<file path="src/hdl/dtpb_pkg.sv">
// Shared types, constants and helper functions of the depth back-projection block.
package dtpb_pkg;

	localparam int MAX_WIDTH = 1024;
	localparam int MAX_HEIGHT = 1024;

	localparam int COL_W = $clog2(MAX_WIDTH);
	localparam int ROW_W = $clog2(MAX_HEIGHT);
	localparam int POS_W = (COL_W > ROW_W) ? ((COL_W > 10) ? COL_W : 10)
		: ((ROW_W > 10) ? ROW_W : 10);
	localparam int OFF_W = POS_W + 5;
	localparam int PX_W = OFF_W + 17;
	localparam int PR_W = PX_W + 25;
	localparam int Q_W = PR_W - 24;

	localparam int ADDR_W = 5;

	localparam logic [2:0] REG_FRAME_WIDTH = 3'd0;
	localparam logic [2:0] REG_FRAME_HEIGHT = 3'd1;
	localparam logic [2:0] REG_COLOR_MODE = 3'd2;
	localparam logic [2:0] REG_INV_FOCAL_X = 3'd3;
	localparam logic [2:0] REG_INV_FOCAL_Y = 3'd4;
	localparam logic [2:0] REG_CENTER_X = 3'd5;
	localparam logic [2:0] REG_CENTER_Y = 3'd6;

	localparam logic [10:0] RST_FRAME_WIDTH = 11'd640;
	localparam logic [10:0] RST_FRAME_HEIGHT = 11'd480;
	localparam logic RST_COLOR_MODE = 1'b1;
	localparam logic [23:0] RST_INV_FOCAL_X = 24'd28234;
	localparam logic [23:0] RST_INV_FOCAL_Y = 24'd28386;
	localparam logic [13:0] RST_CENTER_X = 14'd5432;
	localparam logic [13:0] RST_CENTER_Y = 14'd3883;

	// floor(255*n/2250) equals (n * 1901433) >> 24 for 0 <= n < 2250.
	localparam logic [20:0] CHAN_RECIP = 21'd1901433;
	localparam logic signed [16:0] CHAN_FULL = 17'sd2250;

	typedef struct packed {
		logic [10:0] frame_width;
		logic [10:0] frame_height;
		logic color_mode;
		logic [23:0] inv_focal_x;
		logic [23:0] inv_focal_y;
		logic [13:0] center_x_q4;
		logic [13:0] center_y_q4;
	} cfg_t;

	typedef struct packed {
		logic accept;
		logic mul1;
		logic mul2;
		logic load;
	} cmd_t;

	typedef struct packed {
		logic nonzero;
		logic out_free;
	} sts_t;

	typedef struct packed {
		logic zero;
		logic sat;
		logic [11:0] num;
	} chan_t;

	function automatic chan_t chan_prep(input logic signed [16:0] num);
		chan_t c;
		c.zero = 1'b0;
		c.sat = 1'b0;
		c.num = num[11:0];
		if (num <= 17'sd0) begin
			c.zero = 1'b1;
		end else if (num >= CHAN_FULL) begin
			c.sat = 1'b1;
		end
		return c;
	endfunction

	function automatic logic [7:0] chan_value(input chan_t c);
		logic [32:0] p;
		p = 33'(c.num) * 33'(CHAN_RECIP);
		if (c.sat) begin
			return 8'hFF;
		end else if (c.zero) begin
			return 8'h00;
		end
		return p[31:24];
	endfunction

endpackage

</file>
<file path="src/hdl/dtpb_ctrl.sv">
// Controller state machine that sequences one depth word through the datapath.
module dtpb_ctrl
	import dtpb_pkg::*;
(
	input  logic clk,
	input  logic arst_n,
	input  logic depth_valid,
	output logic depth_ready,
	input  sts_t sts,
	output cmd_t cmd
);

	localparam logic [1:0] S_IDLE = 2'd0;
	localparam logic [1:0] S_MUL1 = 2'd1;
	localparam logic [1:0] S_MUL2 = 2'd2;
	localparam logic [1:0] S_LOAD = 2'd3;

	logic [1:0] state_q;
	logic [1:0] state_d;

	assign depth_ready = (state_q == S_IDLE);
	assign cmd.accept = depth_valid && depth_ready;
	assign cmd.mul1 = (state_q == S_MUL1);
	assign cmd.mul2 = (state_q == S_MUL2);
	assign cmd.load = (state_q == S_LOAD) && sts.nonzero && sts.out_free;

	always_comb begin
		state_d = state_q;
		case (state_q)
			S_IDLE: begin
				if (depth_valid) begin
					state_d = S_MUL1;
				end
			end
			S_MUL1: state_d = S_MUL2;
			S_MUL2: state_d = S_LOAD;
			S_LOAD: begin
				if (!sts.nonzero || sts.out_free) begin
					state_d = S_IDLE;
				end
			end
			default: state_d = S_IDLE;
		endcase
	end

	always_ff @(posedge clk or negedge arst_n) begin
		if (!arst_n) begin
			state_q <= S_IDLE;
		end else begin
			state_q <= state_d;
		end
	end

	// A zero depth word must never hold the sequencer in the load step.
	a_zero_no_wait: assert property (@(posedge clk) disable iff (!arst_n)
		(state_q == S_LOAD && !sts.nonzero) |=> state_q == S_IDLE)
		else $error("zero depth word stalled the controller");

endmodule

</file>
<file path="config.mk">
export PLATFORM = sky130hd
export DESIGN_NAME = dtpb_ctrl
export DESIGN_NICKNAME = d
export VERILOG_FILES = /design/src/hdl/dtpb_pkg.sv /design/src/hdl/dtpb_ctrl.sv
export SDC_FILE = /design/constraint.sdc
export NUM_CORES = 1
export LEC_CHECK = 0
export BUFFER_PORTS_ARGS = -buffer_cell sky130_fd_sc_hd__buf_2
export CAP_MARGIN = 20
export CORE_AREA = 2 2 39 41
export DETAILED_ROUTE_END_ITERATION = 10
export DIE_AREA = 0 0 41 43
export PLACE_DENSITY = 0.33
export SYNTH_ARGS = -nofsm -noshare
export SYNTH_HDL_FRONTEND = slang
export SYNTH_SLANG_ARGS = --single-unit
export TNS_END_PERCENT = 10
</file>
<file path="constraint.sdc">
create_clock -name clk -period 3.6 [get_ports clk]
set_clock_uncertainty 0.15 [all_clocks]
set_input_delay 0.18 -clock clk [delete_from_list [all_inputs] [get_ports clk]]
set_output_delay 0.18 -clock clk [all_outputs]
set_load 0.1 [all_outputs]
</file>
# Yosys cells after proc, flatten, opt, wreduce, memory -nomap -nowiden
# Cells that the tools add are included.
dict set report word_totals {
  register_bits 2
}
dict set report op_classes {
  n_eq_ne 5
  muxes 3
  n_reduce_logical 7
}
# op count
set op_table {}
lappend op_table {{2-bit case mux with 4 select lines} 1}
lappend op_table {{2-bit == test, second input constant} 2}
lappend op_table {{2-bit 2-to-1 mux} 2}
lappend op_table {{1-bit logical AND} 3}
lappend op_table {{2-bit by 1-bit == test with 1-bit output, second input constant} 1}
lappend op_table {{2-bit logical NOT} 1}
lappend op_table {{2-bit by 1-bit != test with 1-bit output, second input constant} 1}
lappend op_table {{2-bit != test, second input constant} 1}
lappend op_table {{2-bit AND reduction} 1}
lappend op_table {{1-bit logical NOT} 1}
lappend op_table {{1-bit logical OR} 1}

# Longest topological paths before layout
# Gate-level depths: netlist (run 1).
dict set report depth {
  depth_word 4
  depth_mapped 4
  depth_no_buf 4
}

# Worst setup path after synthesis (run 1)
# OpenSTA, ideal clock, no wires.
dict set report synth_timing {
  path_type {reg-to-output}
  start {reg state_q[0]}
  end {out cmd[3] (netlist bit)}
  arrival_ps 2187
  required_time_ps 3270
  path_slack_ps 1083
  stages_incl_launch_ff 4
  n_path_buf 0
  path_cell_list {dfrtp_1 inv_1 ha_1 and2_1}
}
# item line_no
set synth_rtl {}
lappend synth_rtl {{from (decl)} dtpb_ctrl.sv:18} ;# logic [1:0] state_q;
lappend synth_rtl {{from (signal assigned)} dtpb_ctrl.sv:50} ;# state_q <= state_d;
lappend synth_rtl {{to (decl)} dtpb_ctrl.sv:10} ;# output cmd_t cmd

==> results of run 1 <==
[through the flow]
step	hold slack [ns]	setup slack, ns	instance area, um2
2_1_floorplan	-0.2656	1.083	168.9
3_3_place_gp	-0.1859	2.006	234.0
3_5_place_dp	-0.1825	1.987	234.0
4_1_cts	0.1061	1.739	266.5
5_1_grt	0.1101	1.661	266.5
6_report	0.1230	1.768	266.5
[logic make-up after synthesis]
logic type | Yosys count | synth area share
fa+ha+maj | 4 | 0.2963
flops | 2 | 0.2963
buf+inv | 3 | 0.06666
mux | 1 | 0.08886
compound gates | 2 | 0.1185
simple gates | 3 | 0.1334
[routing by layer]
layer	vias up	wire length, um	global-route usage
li1	77	-	-
met1	62	173	0.05466
met2	9	139	0.05625
met3	0	52	0.03141
met4	0	0	0.08000
met5	-	0	0
[layout by cell type (no fill, tap or decap), drive strengths merged]
master and n:
buf 9, ha 4, inv 3, clkbuf 3
dfrtp 2, and3 1, and2 1, and3b 1
a21oi 1, o32a 1, mux2 1, dlygate4sd3 1
[worst max-delay path, delay by kind of cell, from the launching register on]
family / cells / cell delay (ns)
buffers and inverters: 2 / 0.51
and+or+nand+nor: 1 / 0.14
adders and majority gates: 1 / 0.23
DFF: 1 / 0.40
[final timing paths]
kind	cells after the start	slack, ns	endpoint	startpoint
max	4	1.77	cmd[3]	state_q[0]
min reg2reg	1	0.42	state_q[0]	state_q[0]
max in group asynchronous	2	3.08	state_q[1]	arst_n
min in group clk	3	0.26	state_q[0]	sts[1]
max reg2reg	4	2.05	state_q[1]	state_q[0]
min	2	0.12	state_q[0]	arst_n
[cell type report]
| cell class | count | area [um2] |
|---|---|---|
| clock buffer | 3 | 22.52 |
| fill | 157 | 1117 |
| multi-input combinational | 10 | 107.6 |
| inverter | 3 | 11.26 |
| timing repair buffer | 10 | 55.05 |
| tap | 16 | 20.02 |
| sequential | 2 | 50.05 |
==> flow_summary_export.csv, run 1 <==
group,metric,value,unit
global_route,track_usage,0.05321,
clocking,clk_pin_slew,0.03,ns
timing,setup_viol,0,
worst_hold_path,worstHoldPathType,"primary input to asynchronous set/reset pin",
floorplanning,dieArea,0.001763,mm2
final_layout,top_regs,"state_q x2",
worst_setup_path,crit_slowest_cell,"buf_2",
global_route,grt_max_degree,5,
floorplanning,fp.dieH,43,um
detailed_routing,first_pass_iters,1,
clocking,clockRootBuffer,"clkbuf_4",
final_layout,final_layout_size_suffix_gt1_frac,0.5714,
logic_synthesis,ys_seq_area_frac,0.2963,
timing,period_share,0.5088,
clocking,cts_tree,"done",
timing,max_freq,545.9,MHz
final_layout,finish.utilization,0.1926,
worst_setup_path,slowest_delay,0.41,ns
timing,period_needed,1.832,ns
detailed_routing,drtIter0Drc,0,
final_layout,largest_reg_flops,2,
placement,portBuffers,9,
final_layout,fin_cells,44,
floorplanning,io_pins,10,
worst_setup_path,cp-end-kind,"output pin",
logic_synthesis,synth.most_common_cell,"ha_1",
logic_synthesis,yosys-top-cells-count,"ha_1 (4), inv_1 (3), dfrtp_1 (2)",
final_layout,regMostFlops,"state_q",
logic_synthesis,synth_area,168.9,um2
global_route,grt_pass1_vias,142,
timing,slew_viol_final,0,
logic_synthesis,synth_edf_count,0,
placement,gp_congestion,0.6588,
timing,worst_pin_slew,0.4852,ns
worst_setup_path,critPathRequiredTime,3.27,ns
clocking,cts_max_level,1,
logic_synthesis,synthTopCellsByArea,"dfrtp_1 (30%), ha_1 (30%), mux2_4 (8.9%), inv_1 (6.7%), o32a_2 (6.7%)",
final_layout,nNetsFinal,39,
detailed_routing,detail-route-antenna-nets,0,
final_layout,area_growth,57.78,%
final_layout,insertedDiodeCount,0,
logic_synthesis,ys.warnings.count,0,
floorplanning,fp.dieW,41,um
clocking,clk_latency,0.22,ns
detailed_routing,routed_wl,365,um
worst_setup_path,crit_chain,"inv_1 -> ha_1 -> and2_1 -> buf_2",
clocking,post-cts-setup-buffer-count,0,
worst_setup_path,cp_data_arrival_time,1.50,ns
floorplanning,placementRows,14,
global_route,grt_pass1_wl,545,um
logic_synthesis,ys_ff_latch,2,
timing,slew_headroom,0.6787,
clocking,cts.repair.resized,0,
job,maxCapViolations,0,
floorplanning,core,0.001384,mm2
detailed_routing,avgRoutedWirePerCell,8.295,um
logic_synthesis,syn_avg_cell_area,11.26,um2
clocking,cts_made_buffers,3,
worst_setup_path,crit_path_start_kind,"flop",
clocking,cts.sinks,2,
global_route,antenna_found_initial,0,
placement,dp_hpwl,287.3,um
timing,finalHoldViolCount,0,
clocking,cts_buffer_depth,2,
logic_synthesis,synth_top_area_frac,0.2963,
global_route,overflow,0,
floorplanning,start_util,0.1221,
detailed_routing,vias_per_cell,3.364,
worst_setup_path,path_max_fanout,4,
logic_synthesis,synthFlopType,"dfrtp_1",
clocking,postCtsHoldBufs,1,
logic_synthesis,async_flop_share,1.000,
logic_synthesis,synth_cells,15,
detailed_routing,drc,0,
worst_setup_path,critPathKind,"flop to output pin",
outcome,status,"completed",
logic_synthesis,synth_fp_nets,24,
detailed_routing,vias,148,
timing,tns,0,ns
logic_synthesis,synth_cell_types,9,
logic_synthesis,yosysTopAreaCell,"dfrtp_1",
timing,rsz0062_at_grt,"false",
placement,post-place-cells,40,
Power of run 1 is left out: the tool's default activity adds up to more than one toggle a clock period on the data nets, which glitch-free logic cannot reach.
==> run 2: changes to the inputs <==
Settings changed: ABC_AREA set to 1, PLACE_DENSITY 0.33 to 0.35.
Clock period 3.6 ns to 1.9 ns, I/O delays scaled along.
==> run 2 against run 1 <==
Non-clock buffer count is the same. Critical path depth grew 1. Wire length shrank 3.0%. Utilization grew 1.8 points. Setup slack lost 1.6 ns. Synthesized cell count grew 73%. Critical path type unchanged. Largest cell class unchanged.
==> flow_summary_export.csv, run 2 <==
group,metric,value,unit
detailed_routing,detail-route-antenna-nets,0,
logic_synthesis,ys_seq_area_frac,0.2649,
clocking,cts_tree,"done",
floorplanning,fp.dieH,43,um
detailed_routing,routed_wl,354,um
logic_synthesis,ys_ff_latch,2,
timing,slew_headroom,0.6783,
worst_setup_path,rr_startpoint,"state_q[0]",
timing,worst_pin_slew,0.4858,ns
floorplanning,placementRows,14,
logic_synthesis,synth_area,188.9,um2
logic_synthesis,synth_fp_nets,35,
logic_synthesis,synth_top_family_by_area,"simple AND/OR/NAND/NOR gates",
clocking,post-cts-setup-buffer-count,0,
worst_setup_path,crit_family,"buffers and inverters",
placement,portBuffers,9,
final_layout,final_layout_size_suffix_gt1_frac,0.4359,
clocking,cts.sinks,2,
clocking,clk_latency,0.22,ns
worst_setup_path,crit_path_start_kind,"flop",
worst_setup_path,cp_num_cells,5,
global_route,overflow,0,
final_layout,insertedDiodeCount,0,
logic_synthesis,synth_cells,26,
logic_synthesis,synthFlopType,"dfrtp_1",
worst_setup_path,slowest_delay,0.41,ns
timing,max_freq,589.7,MHz
clocking,cts_made_buffers,3,
timing,finalHoldViolCount,0,
worst_setup_path,crit_slowest_cell,"dfrtp_1",
logic_synthesis,synth_cell_types,8,
floorplanning,core,0.001384,mm2
worst_setup_path,cpMostUsedCell,"inv_1",
final_layout,area_growth,54.31,%
worst_setup_path,reg2reg_to,"state_q[0]",
worst_setup_path,path_max_fanout,4,
logic_synthesis,yosysTopAreaCell,"dfrtp_1",
worst_setup_path,critPathKind,"flop to output pin",
detailed_routing,vias_per_cell,3.400,
placement,dp_hpwl,311.2,um
clocking,clk_pin_slew,0.03,ns
global_route,grt_pass1_vias,172,
global_route,grt_pass1_wl,586,um
worst_setup_path,critPathRequiredTime,1.65,ns
floorplanning,start_util,0.1365,
clocking,clockRootBuffer,"clkbuf_4",
floorplanning,io_pins,10,
final_layout,top_regs,"state_q x2",
logic_synthesis,ys.warnings.count,0,
global_route,track_usage,0.04920,
outcome,status,"completed",
logic_synthesis,async_flop_share,1.000,
clocking,postCtsHoldBufs,1,
detailed_routing,first_pass_iters,1,
final_layout,most-common-layout-cells,"buf_2 (9), inv_1 (7), nand2_1 (7)",
clocking,cts.repair.resized,0,
placement,gp_congestion,0.5918,
worst_setup_path,cp-end-kind,"output pin",
clocking,cts_max_level,1,
global_route,grt_max_degree,5,
global_route,antenna_found_initial,0,
job,maxCapViolations,0,
floorplanning,dieArea,0.001763,mm2
detailed_routing,drc,0,
logic_synthesis,yosys.area_share.adder,0.2649,
floorplanning,fp.dieW,41,um
logic_synthesis,synth_top_area_frac,0.2649,
detailed_routing,avgRoutedWirePerCell,6.436,um
worst_setup_path,r2r_setup_slack,0.69,ns
logic_synthesis,syn_avg_cell_area,7.267,um2
worst_hold_path,worstHoldPathType,"primary input to asynchronous set/reset pin",
clocking,cts_buffer_depth,2,
logic_synthesis,yosys-mux-area-fraction,0,
final_layout,final_common_cell,"buf_2",
worst_setup_path,crit_buf_inv,3,
worst_setup_path,cp_data_arrival_time,1.45,ns
logic_synthesis,synth-compound-area-share,0,
logic_synthesis,synth_edf_count,0,
worst_setup_path,crit_chain,"inv_1 -> ha_2 -> nand2_1 -> inv_1 -> buf_2",
timing,slew_viol_final,0,
logic_synthesis,yosys-top-cells-count,"inv_1 (7), nand2_1 (7), ha_1 (4)",
final_layout,largest_reg_flops,2,
final_layout,finish.utilization,0.2107,
detailed_routing,drtIter0Drc,0,
timing,period_share,0.8925,
timing,period_needed,1.696,ns
final_layout,nNetsFinal,50,
timing,setup_viol,0,
final_layout,regMostFlops,"state_q",
final_layout,fill_cells,162,
logic_synthesis,synth_xor_area_frac,0,
logic_synthesis,synth-simple-area-share,0.3311,
detailed_routing,vias,187,
logic_synthesis,synthTopCellsByArea,"dfrtp_1 (26%), ha_1 (26%), inv_1 (14%), nand2_1 (14%), nand2_2 (6.6%)",
timing,rsz0062_at_grt,"false",
worst_setup_path,r2r_cells,6,
run 2: cell types whose count changed after synthesis, moves of 2 or more:
cell     delta
inv_1       +4
nand2_1     +7
nand2_2     +2
nand3_1     +2
run 2: cell families (layout without fill, tap and decap cells):
kind of cell               Yosys count  in the layout
DFF                                  2              2
buffers and inverters                7             20
and+or+nand+nor                     13             13
adders and majority gates            4              4
run 2: per-layer routing:
layer / up-vias / global-route usage / part of all wire
li1: 101 / - / -
met1: 82 / 0.04502 / 0.40
met3: 0 / 0 / 0.048
met5: - / 0 / 0
met4: 0 / 0.04000 / 0
met2: 4 / 0.09063 / 0.55
run 2: worst max path at each step:
stage | from | endpoint | slack [ns]
finish | state_q[0] | cmd[3] | 0.20
global route | state_q[0] | cmd[3] | 0.13
CTS | state_q[0] | cmd[3] | 0.19
detailed placement | state_q[0] | cmd[3] | 0.42
global placement | state_q[0] | cmd[3] | 0.42
floorplan | state_q[0] | cmd[3] | -0.07
run 2: layout make-up:
cell class / instances / area (um2) / share of cell area
inverter: 7 / 26.28 / 0.09013
clock buffer: 3 / 22.52 / 0.07725
tap: 16 / 20.02 / 0.06867
multi-input combinational: 17 / 117.6 / 0.4034
timing repair buffer: 10 / 55.05 / 0.1888
sequential: 2 / 50.05 / 0.1717
run 2: per-stage QoR:
step	setup WS (ns)	instance area [um2]	instances	TNS [ns]	hold WS, ns
4_1_cts	0.1870	291.5	55	0	0.03233
6_report	0.2043	291.5	55	0	0.03954
2_1_floorplan	-0.06623	193.9	26	-0.06623	-0.3506
3_3_place_gp	0.4193	259.0	51	0	-0.2683
5_1_grt	0.1261	291.5	55	0	0.03964
3_5_place_dp	0.4247	259.0	51	0	-0.2676
Power of run 2 is left out for the same reason.
