===== src/hdl/dtpb_pkg.sv =====
// Shared types, constants and helper functions of the depth back-projection block.
package dtpb_pkg;

	localparam int MAX_WIDTH = 1024;
	localparam int MAX_HEIGHT = 1024;

	localparam int COL_W = $clog2(MAX_WIDTH);
	localparam int ROW_W = $clog2(MAX_HEIGHT);
	localparam int POS_W = (COL_W > ROW_W) ? ((COL_W > 10) ? COL_W : 10)
		: ((ROW_W > 10) ? ROW_W : 10);
	localparam int OFF_W = POS_W + 5;
	localparam int PX_W = OFF_W + 17;
	localparam int PR_W = PX_W + 25;
	localparam int Q_W = PR_W - 24;

	localparam int ADDR_W = 5;

	localparam logic [2:0] REG_FRAME_WIDTH = 3'd0;
	localparam logic [2:0] REG_FRAME_HEIGHT = 3'd1;
	localparam logic [2:0] REG_COLOR_MODE = 3'd2;
	localparam logic [2:0] REG_INV_FOCAL_X = 3'd3;
	localparam logic [2:0] REG_INV_FOCAL_Y = 3'd4;
	localparam logic [2:0] REG_CENTER_X = 3'd5;
	localparam logic [2:0] REG_CENTER_Y = 3'd6;

	localparam logic [10:0] RST_FRAME_WIDTH = 11'd640;
	localparam logic [10:0] RST_FRAME_HEIGHT = 11'd480;
	localparam logic RST_COLOR_MODE = 1'b1;
	localparam logic [23:0] RST_INV_FOCAL_X = 24'd28234;
	localparam logic [23:0] RST_INV_FOCAL_Y = 24'd28386;
	localparam logic [13:0] RST_CENTER_X = 14'd5432;
	localparam logic [13:0] RST_CENTER_Y = 14'd3883;

	// floor(255*n/2250) equals (n * 1901433) >> 24 for 0 <= n < 2250.
	localparam logic [20:0] CHAN_RECIP = 21'd1901433;
	localparam logic signed [16:0] CHAN_FULL = 17'sd2250;

	typedef struct packed {
		logic [10:0] frame_width;
		logic [10:0] frame_height;
		logic color_mode;
		logic [23:0] inv_focal_x;
		logic [23:0] inv_focal_y;
		logic [13:0] center_x_q4;
		logic [13:0] center_y_q4;
	} cfg_t;

	typedef struct packed {
		logic accept;
		logic mul1;
		logic mul2;
		logic load;
	} cmd_t;

	typedef struct packed {
		logic nonzero;
		logic out_free;
	} sts_t;

	typedef struct packed {
		logic zero;
		logic sat;
		logic [11:0] num;
	} chan_t;

	function automatic chan_t chan_prep(input logic signed [16:0] num);
		chan_t c;
		c.zero = 1'b0;
		c.sat = 1'b0;
		c.num = num[11:0];
		if (num <= 17'sd0) begin
			c.zero = 1'b1;
		end else if (num >= CHAN_FULL) begin
			c.sat = 1'b1;
		end
		return c;
	endfunction

	function automatic logic [7:0] chan_value(input chan_t c);
		logic [32:0] p;
		p = 33'(c.num) * 33'(CHAN_RECIP);
		if (c.sat) begin
			return 8'hFF;
		end else if (c.zero) begin
			return 8'h00;
		end
		return p[31:24];
	endfunction

endpackage


===== src/hdl/dtpb_regs.sv =====
// APB configuration register file of the depth back-projection block.
module dtpb_regs
	import dtpb_pkg::*;
(
	input  logic              clk,
	input  logic              arst_n,
	input  logic              psel,
	input  logic              penable,
	input  logic              pwrite,
	input  logic [ADDR_W-1:0] paddr,
	input  logic [31:0]       pwdata,
	output logic [31:0]       prdata,
	output logic              pready,
	output cfg_t              cfg
);

	cfg_t cfg_q;
	logic wr_en;
	logic [2:0] idx;

	assign pready = 1'b1;
	assign wr_en = psel & penable & pwrite;
	assign idx = paddr[4:2];
	assign cfg = cfg_q;

	always_ff @(posedge clk or negedge arst_n) begin
		if (!arst_n) begin
			cfg_q.frame_width <= RST_FRAME_WIDTH;
			cfg_q.frame_height <= RST_FRAME_HEIGHT;
			cfg_q.color_mode <= RST_COLOR_MODE;
			cfg_q.inv_focal_x <= RST_INV_FOCAL_X;
			cfg_q.inv_focal_y <= RST_INV_FOCAL_Y;
			cfg_q.center_x_q4 <= RST_CENTER_X;
			cfg_q.center_y_q4 <= RST_CENTER_Y;
		end else if (wr_en) begin
			case (idx)
				REG_FRAME_WIDTH: cfg_q.frame_width <= pwdata[10:0];
				REG_FRAME_HEIGHT: cfg_q.frame_height <= pwdata[10:0];
				REG_COLOR_MODE: cfg_q.color_mode <= pwdata[0];
				REG_INV_FOCAL_X: cfg_q.inv_focal_x <= pwdata[23:0];
				REG_INV_FOCAL_Y: cfg_q.inv_focal_y <= pwdata[23:0];
				REG_CENTER_X: cfg_q.center_x_q4 <= pwdata[13:0];
				REG_CENTER_Y: cfg_q.center_y_q4 <= pwdata[13:0];
				default: ;
			endcase
		end
	end

	always_comb begin
		case (idx)
			REG_FRAME_WIDTH: prdata = 32'(cfg_q.frame_width);
			REG_FRAME_HEIGHT: prdata = 32'(cfg_q.frame_height);
			REG_COLOR_MODE: prdata = 32'(cfg_q.color_mode);
			REG_INV_FOCAL_X: prdata = 32'(cfg_q.inv_focal_x);
			REG_INV_FOCAL_Y: prdata = 32'(cfg_q.inv_focal_y);
			REG_CENTER_X: prdata = 32'(cfg_q.center_x_q4);
			REG_CENTER_Y: prdata = 32'(cfg_q.center_y_q4);
			default: prdata = 32'd0;
		endcase
	end

endmodule


===== config.mk =====
export PLATFORM = sky130hd
export DESIGN_NAME = dtpb_regs
export DESIGN_NICKNAME = d
export VERILOG_FILES = /design/src/hdl/dtpb_pkg.sv /design/src/hdl/dtpb_regs.sv
export SDC_FILE = /design/constraint.sdc
export NUM_CORES = 1
export LEC_CHECK = 0
export BUFFER_PORTS_ARGS = -buffer_cell sky130_fd_sc_hd__buf_4
export CORE_MARGIN = 10
export CORE_UTILIZATION = 38
export CTS_CLUSTER_SIZE = 28
export DETAILED_ROUTE_END_ITERATION = 16
export HOLD_SLACK_MARGIN = 0.05
export PLACE_DENSITY = 0.75
export RECOVER_POWER = 25
export SLEW_MARGIN = 20
export SYNTH_ARGS = -nofsm -noshare
export SYNTH_HDL_FRONTEND = slang
export SYNTH_SLANG_ARGS = --single-unit

===== constraint.sdc =====
create_clock -name clk -period 2.2 [get_ports clk]
set_input_delay 0.44 -clock clk [delete_from_list [all_inputs] [get_ports clk]]
set_output_delay 0.44 -clock clk [all_outputs]
set_load 0.02 [all_outputs]

After elaboration in Yosys (flattened, before gate mapping)
Index checks and enable logic that the tools add are counted.
{ "totals": {"reg_bits": 99, "output_inout_bits": 132, "elab_cells": 24} }
{ "op_classes": {"eq_ne": 6, "muxes": 1, "n_bitwise": 2, "n_reduce_logical": 8} }
{ "ops": {"columns": ["cell", "n"], "rows": [
  ["case mux 24 bit (7 select lines)", 1],
  ["AND reduction 2 bit", 7],
  ["equality test 3 bit (second input constant)", 3],
  ["equality test 3 x 2 -> 1 bit (second input constant)", 2],
  ["equality test 3 x 1 -> 1 bit (second input constant)", 1],
  ["logical NOT 3 bit", 1],
  ["bitwise AND 1 bit", 2]
]} }

Depth between registers and ports, before layout
Gate-level depths: netlist of the first run.
{ "depth": {"ltp_word": 3, "depth_mapped": 6} }

Worst setup path before layout of the first run
OpenSTA, ideal clock, no wires.
{ "synth_timing": {"kind": "input to output", "start": "in paddr[2]", "end": "out prdata[5]", "arrival_time_ps": 1546, "slack_ps": 214, "cell_stages": 5, "path_buffers": 3, "path_cell_list": "buf_2 > buf_2 > clkbuf_1 > a221oi_1 > a21oi_1"} }
{ "synth_between": {"elab_chain_cells": 2} }
{ "synth_rtl": {"columns": ["item", "line", "text"], "rows": [
  ["start: declaration", "dtpb_regs.sv:10", "input logic [ADDR_W-1:0] paddr,"],
  ["equality test 3 bit, or another cell as far along", "dtpb_regs.sv:50", "case (idx)"],
  ["case mux 24 bit (7 select lines) (*)", "dtpb_regs.sv:50", null],
  ["end: declaration", "dtpb_regs.sv:12", "output logic [31:0] prdata,"]
]} }
Mark *: on every way between the ends. The rest lies on a longest branch, timed or not.

Final worst setup path of the first run
{ "layout_timing": {"start": "in paddr[2]", "end": "out prdata[10]"} }
Same word-level chain as after synthesis.

==> results by group, run 1 <==
Finish
  • Commonest non-fill, non-tap cell in the layout: buf_4
  • Fin area: 0.00636 mm2
  • Area delta synth->final: 37.1%
  • Antenna Cells: 0
  • Most frequent cells in the layout: 171 x buf_4, 94 x mux2_2, 61 x dfrtp_1
  • FILL cells: 972
  • Max reg flops: 99
  • # nets final: 541
  • Layout cell share with drive strength beyond 1: 65.9%

Synthesis
  • Yosys warnings: 0
  • Adder-Cell Fraction of Synth Area: 0%
  • Sequential share of the synthesized area: 54.5%
  • Post-synthesis mux area share: 29.9%
  • Syn_area_per_cell: 13.9 um2
  • Synth Area in Simple Gates: 4.75%
  • Asr flop ratio synth: 100%
  • Largest family of logic cells by synthesized area: multiplexers
  • Number of synthesized flops with an enable pin: 0
  • Yosys top cell by area: dfrtp_1
  • Netlist cell types: 33
  • Mapped Area: 0.00463 mm2
  • Synth area leaders: dfrtp_1 33%, mux2_2 23%, dfstp_2 22%
  • Mapped Cells: 333
  • Number of synthesized register bits: 99
  • Post-synthesis compound-gate area fraction: 6.70%
  • Top FF cell, synth: dfrtp_1
  • Post-synthesis xor/xnor area fraction: 0%
  • Post-synth top area share: 32.9%

STA
  • Final setup violation count: 0
  • Fin Hold WS: 0.333 ns
  • RSZ-0062 raised after global routing: no
  • Final period utilization: 94.9%
  • Tightest Pin Transition: 0.824 ns
  • Setup TNS: 0 ns
  • Final hold vios: 0
  • Setup Skew: 0 ns
  • Slew Limit Headroom: 45.1%
  • Fin. max-slew vios: 0
  • F_max: 479 MHz
  • Minimum clock period: 2.09 ns

Global route
  • Gr usage total: 16.1%
  • Overflow after GRT: 0
  • Global-route wire length before repair: 21.0 mm
  • Largest net degree at the start of global routing: 62
  • Initial antenna violation count: 0
  • Vias in the first global route: 3,698

Route
  • DR DRC count: 0
  • DRT antenna net count: 0
  • DR vias/cell: 5.20
  • 1st-iter DRT viols: 154
  • Metal-1 WL: 5.49 mm
  • Drt pass-1 iters: 4
  • Post-Route WL: 13.7 mm
  • Highest Signal Layer: met4
  • Wire per inst: 21.0 um
  • Via count: 3,386
  • Met3 wire len: 1.56 mm
  • Metal2 WL: 6.42 mm

Place
  • Instance area at placement: 0.00605 mm2
  • RePlAce Congestion: 0.769
  • Input/output buffers: 154
  • Post-DP HPWL: 10.4 mm

Job
  • Max cap viols: 0

Clock network
  • Clk_lat worst skew: 0.34 ns
  • Clk slew on worst S/H paths: 0.07 ns
  • Clk root buf: clkbuf_16
  • H-tree Lvls: 3
  • TritonCTS clock tree: yes
  • Clk buf depth: 2
  • Post-CTS setup buffer count: 0
  • Cts bufs inserted: 9
  • CTS sink cnt: 99

Floorplan
  • Die W: 130 um
  • Ports: 174
  • Die Ht: 130 um
  • Cell Rows: 40
  • Core area: 0.0120 mm2
  • Die area: 0.0170 mm2
  • Starting density of the core: 38.7%

Outcome
  • Status: finished clean

Critical path
  • CP arrival: 1.65 ns
  • Crit path max fanout: 19
  • CP Capture Type: output pin
  • Crit start category: primary input
  • Critical Path RT: 1.76 ns
  • Worst setup path class: primary input to output pin

Power
  • Lkg Pwr: 0.00300 uW
  • PwrDens: 953 mW/mm2
  • Worst IR Drop VDD: 0.599 mV
  • Total Power: 6060 uW

Worst hold path
  • Min-delay worst type: primary input to flip-flop
[stage by stage]
step	instances	worst slack [ns]	utilization [%]
finish	651	0.113	53.1
global route	651	0.0519	53.1
CTS	651	0.0335	53.2
detailed placement	634	0.0340	50.6
global placement	634	0.0935	50.6
floorplan	340	0.214	-
[timing repair]
| item | 4_1_cts | 5_1_grt |
|---|---|---|
| endpoints found under the setup margin | 0 | 10 |
| hold endpoints to repair | 8 | 0 |
| resized for setup | 0 | 1 |
| hold buffers | 1 | 0 |
[per-layer routing]
metal | vias up | global-route usage [%]
met5 | - | 0
met4 | 0 | 5.30
met3 | 17 | 7.70
met2 | 142 | 26.2
met1 | 1685 | 18.4
li1 | 1542 | -
[path summary, 6_finish.rpt]
check / to / startpoint / slack [ns] / depth (start not counted)
setup / recovery: prdata[10] / paddr[2] / 0.11 / 6
min in group asynchronous: cfg[50] / arst_n / 0.70 / 2
hold reg to reg: cfg[94] / cfg[94] / 0.53 / 1
max in group asynchronous: cfg[78] / arst_n / 0.38 / 3
hold / removal: cfg[73] / pwdata[21] / 0.33 / 2
setup reg to reg: cfg[93] / cfg[93] / 1.37 / 1
[area by class of cell]
cell class / count / area, um2 / area share [%]
Timing Repair Buffer: 178 / 1380 / 21.8
Multi-Input combinational cell: 210 / 1960 / 30.9
Inverter: 1 / 3.75 / 0.0591
Sequential cell: 99 / 2520 / 39.7
Tap cell: 147 / 184 / 2.89
Clock buffer: 12 / 267 / 4.19
Clock inverter: 4 / 31.3 / 0.492
[cells in the mapped netlist (6+ instances only)]
cell,number
a22o_1,10
buf_2,9
buf_4,16
dfrtp_1,61
dfstp_2,38
mux2_1,10
mux2_2,94
mux2i_1,19
nand2_1,8
nand2b_1,7
o21a_1,6
o221ai_1,10
[cells by family (layout without fill, tap and decap cells)]
group | Yosys count | in the layout
mux | 124 | 124
flops | 99 | 99
compound gates | 39 | 39
simple gates | 38 | 38
buf+inv | 31 | 195
other cells | 2 | 9
[critical path, cell delays in order]
cell,delay [ns]
buf_4,0.26
buf_4,0.28
mux2i_1,0.09
o21a_1,0.17
o221ai_1,0.21
buf_4,0.19
[power by group]
part           leakage [uW]  internal (uW)  switching (uW)  total, uW
clock              0.000149            865             667       1530
sequential          0.00118           2280             297       2580
combinational       0.00167            927            1020       1950
total               0.00300           4070            1980       6060
Power figures use the tool's default switching activity.
==> run 2: changes to the inputs <==
--- a/config.mk
+++ b/config.mk
@@ -5,6 +5,7 @@
 export SDC_FILE = /design/constraint.sdc
 export NUM_CORES = 1
 export LEC_CHECK = 0
+export ABC_AREA = 0
 export BUFFER_PORTS_ARGS = -buffer_cell sky130_fd_sc_hd__buf_4
 export CORE_MARGIN = 10
 export CORE_UTILIZATION = 38
==> constraint.sdc (replaced) <==
create_clock -name clk -period 2.1 [get_ports clk]
set_input_delay 0.42 -clock clk [delete_from_list [all_inputs] [get_ports clk]]
set_output_delay 0.42 -clock clk [all_outputs]
set_load 0.02 [all_outputs]
==> results by group, run 2 (synthesized netlist as in run 1, its figures left out) <==
Global route
  • Vias in the first global route: 3,700 (+0.054%)
  • Routing usage on met1: 19.0% (+0.57 points)
  • Met2 usage: 25.3% (-0.90 points)
  • Grt peak-use layer: met2
  • Gr usage total: 15.9% (-0.21 points)
  • Overflow after GRT: 0 (unchanged)
  • GR Layer Usage met3: 6.53% (-1.2 points)
  • Initial antenna violation count: 0 (unchanged)
  • Global-route wire length before repair: 20.9 mm (-0.36%)
  • Largest net degree at the start of global routing: 52 (-16%)

Power
  • PwrDens: 990 mW/mm2 (+3.9%)
  • Worst IR Drop VDD: 0.486 mV (-19%)
  • Lkg Pwr: 0.00299 uW (-0.34%)

Worst hold path
  • Hold path start: pwdata[15]
  • Hold depth: 2 (unchanged)
  • Hold Path End: cfg[67]
  • Min-delay worst type: primary input to flip-flop

Critical path
  • Buf/Inv on CP: 3 (unchanged)
  • CP Capture Type: output pin
  • Crit start category: primary input
  • Critical Path RT: 1.68 ns (-0.08 ns)
  • Crit path max fanout: 9 (-10)
  • CP max stage delay: 0.35 ns (+0.07 ns)
  • Register-to-Register Path Depth: 1 (unchanged)
  • Critical Path Source: paddr[3]
  • Worst r2r src: cfg[89]
  • Slowest CP cell: mux2_2
  • Setup slack, reg-to-reg: 1.28 ns (-0.09 ns)
  • Crit path max-delay family: buffers and inverters
  • Worst setup path class: primary input to output pin
  • Most repeated library cell on the critical path: buf_4
  • Reg2Reg Capture Point: cfg[89]
  • CP arrival: 1.57 ns (-0.08 ns)
  • Cell Chain, Critical Path: buf_4, buf_4, mux2_2, a221oi_1, a21oi_1, buf_4

Clock network
  • CTS sink cnt: 99 (unchanged)
  • Clk_lat worst skew: 0.33 ns (about the same)
  • Clk slew on worst S/H paths: 0.07 ns (about the same)
  • Cts bufs inserted: 9 (unchanged)
  • TritonCTS clock tree: yes
  • Clk buf depth: 2 (unchanged)
  • Clk root buf: clkbuf_16
  • Post-CTS setup buffer count: 0 (unchanged)
  • H-tree Lvls: 3 (unchanged)

Finish
  • # nets final: 543 (+0.37%)
  • Layout cell share with drive strength beyond 1: 65.8% (about the same)
  • Area delta synth->final: 36.9%
  • Max reg flops: 99 (unchanged)
  • Antenna Cells: 0 (unchanged)
  • Most frequent cells in the layout: 173 x buf_4, 94 x mux2_2, 61 x dfrtp_1
  • Fin area: 0.00635 mm2 (-0.16%)
  • Commonest non-fill, non-tap cell in the layout: buf_4
  • FILL cells: 1,006 (+3.5%)

STA
  • F_max: 503 MHz
  • Final worst slack: 0.111 ns (-0.00162 ns)
  • Slew Limit Headroom: 22.4% (-23 points)
  • Final period utilization: 94.7%
  • Final setup violation count: 0 (unchanged)
  • Fin. max-slew vios: 0 (unchanged)
  • Minimum clock period: 1.99 ns
  • Setup Skew: 0 ns (unchanged)
  • Setup TNS: 0 ns (unchanged)
  • Tightest Pin Transition: 1.16 ns (+0.340 ns)
  • Final hold vios: 0 (unchanged)
  • Fin Hold WS: 0.320 ns (-0.0121 ns)

Floorplan
  • Die area: 0.0170 mm2 (unchanged)
  • Die Ht: 130 um (unchanged)
  • Cell Rows: 40 (unchanged)
  • Die W: 130 um (unchanged)
  • Ports: 174 (unchanged)
  • Starting density of the core: 38.7% (unchanged)
  • Core area: 0.0120 mm2 (unchanged)

Place
  • Post-DP HPWL: 10.4 mm (+0.53%)
  • Input/output buffers: 154 (unchanged)
  • Pre-CTS setup slack: 0.0201 ns (-0.0139 ns)
  • Instance area at placement: 0.00607 mm2 (+0.25%)
  • RePlAce Congestion: 0.765 (-0.57%)

Route
  • Drt pass-1 iters: 4 (unchanged)
  • Wire per inst: 21.1 um (+0.44%)
  • DRT antenna net count: 0 (unchanged)
  • Via count: 3,391 (+0.15%)
  • DR vias/cell: 5.19 (-0.16%)
  • Post-Route WL: 13.8 mm (+0.75%)
  • DR DRC count: 0 (unchanged)
  • 1st-iter DRT viols: 92 (-40%)

Job
  • Max cap viols: 0 (unchanged)

Outcome
  • Status: finished clean
## run 2: worst max-delay path by stage
stage,endpoint,depth (start not counted)
finish,prdata[5],6
global route,prdata[5],7
CTS,prdata[19],5
detailed placement,prdata[16],5
global placement,prdata[15],5
floorplan,prdata[5],5
## run 2: where the power goes
part / total, uW / switching [uW] / leakage [uW] / internal (uW)
sequential: 2710 / 316 / 0.00118 / 2390
clock: 1540 / 699 / 0.000132 / 840
combinational: 2030 / 1060 / 0.00168 / 970
total: 6280 / 2080 / 0.00299 / 4200
## run 2: per-layer routing
layer	up-vias	part of all wire (%)
met5	-	0
met4	0	1.8
met3	17	10
met2	135	47
met1	1697	41
li1	1542	-
## run 2: cell type report
cell class                      instances  area, um2  share of cell area [%]
Clock buffer                           11        243                    3.82
Tap cell                              147        184                    2.90
Timing Repair Buffer                  180       1390                    21.9
Sequential cell                        99       2520                    39.8
Multi-Input combinational cell        210       1970                    31.0
Clock inverter                          5       37.5                   0.591
Inverter                                1       3.75                  0.0591
## run 2: through the flow
stage                     utilization [%]  cells  power, uW
after detailed placement             50.7    636       4800
after CTS                            53.1    653       6370
after floorplan                         -    340       3780
after global routing                 53.1    653       6600
after global placement               50.7    636       4740
final                                53.1    653       6280
## run 2: timing repair
item                                   CTS  global route
setup endpoints to repair                0            11
resized for setup                        0             2
endpoints found under the hold margin   14             0
hold buffers                             1             0
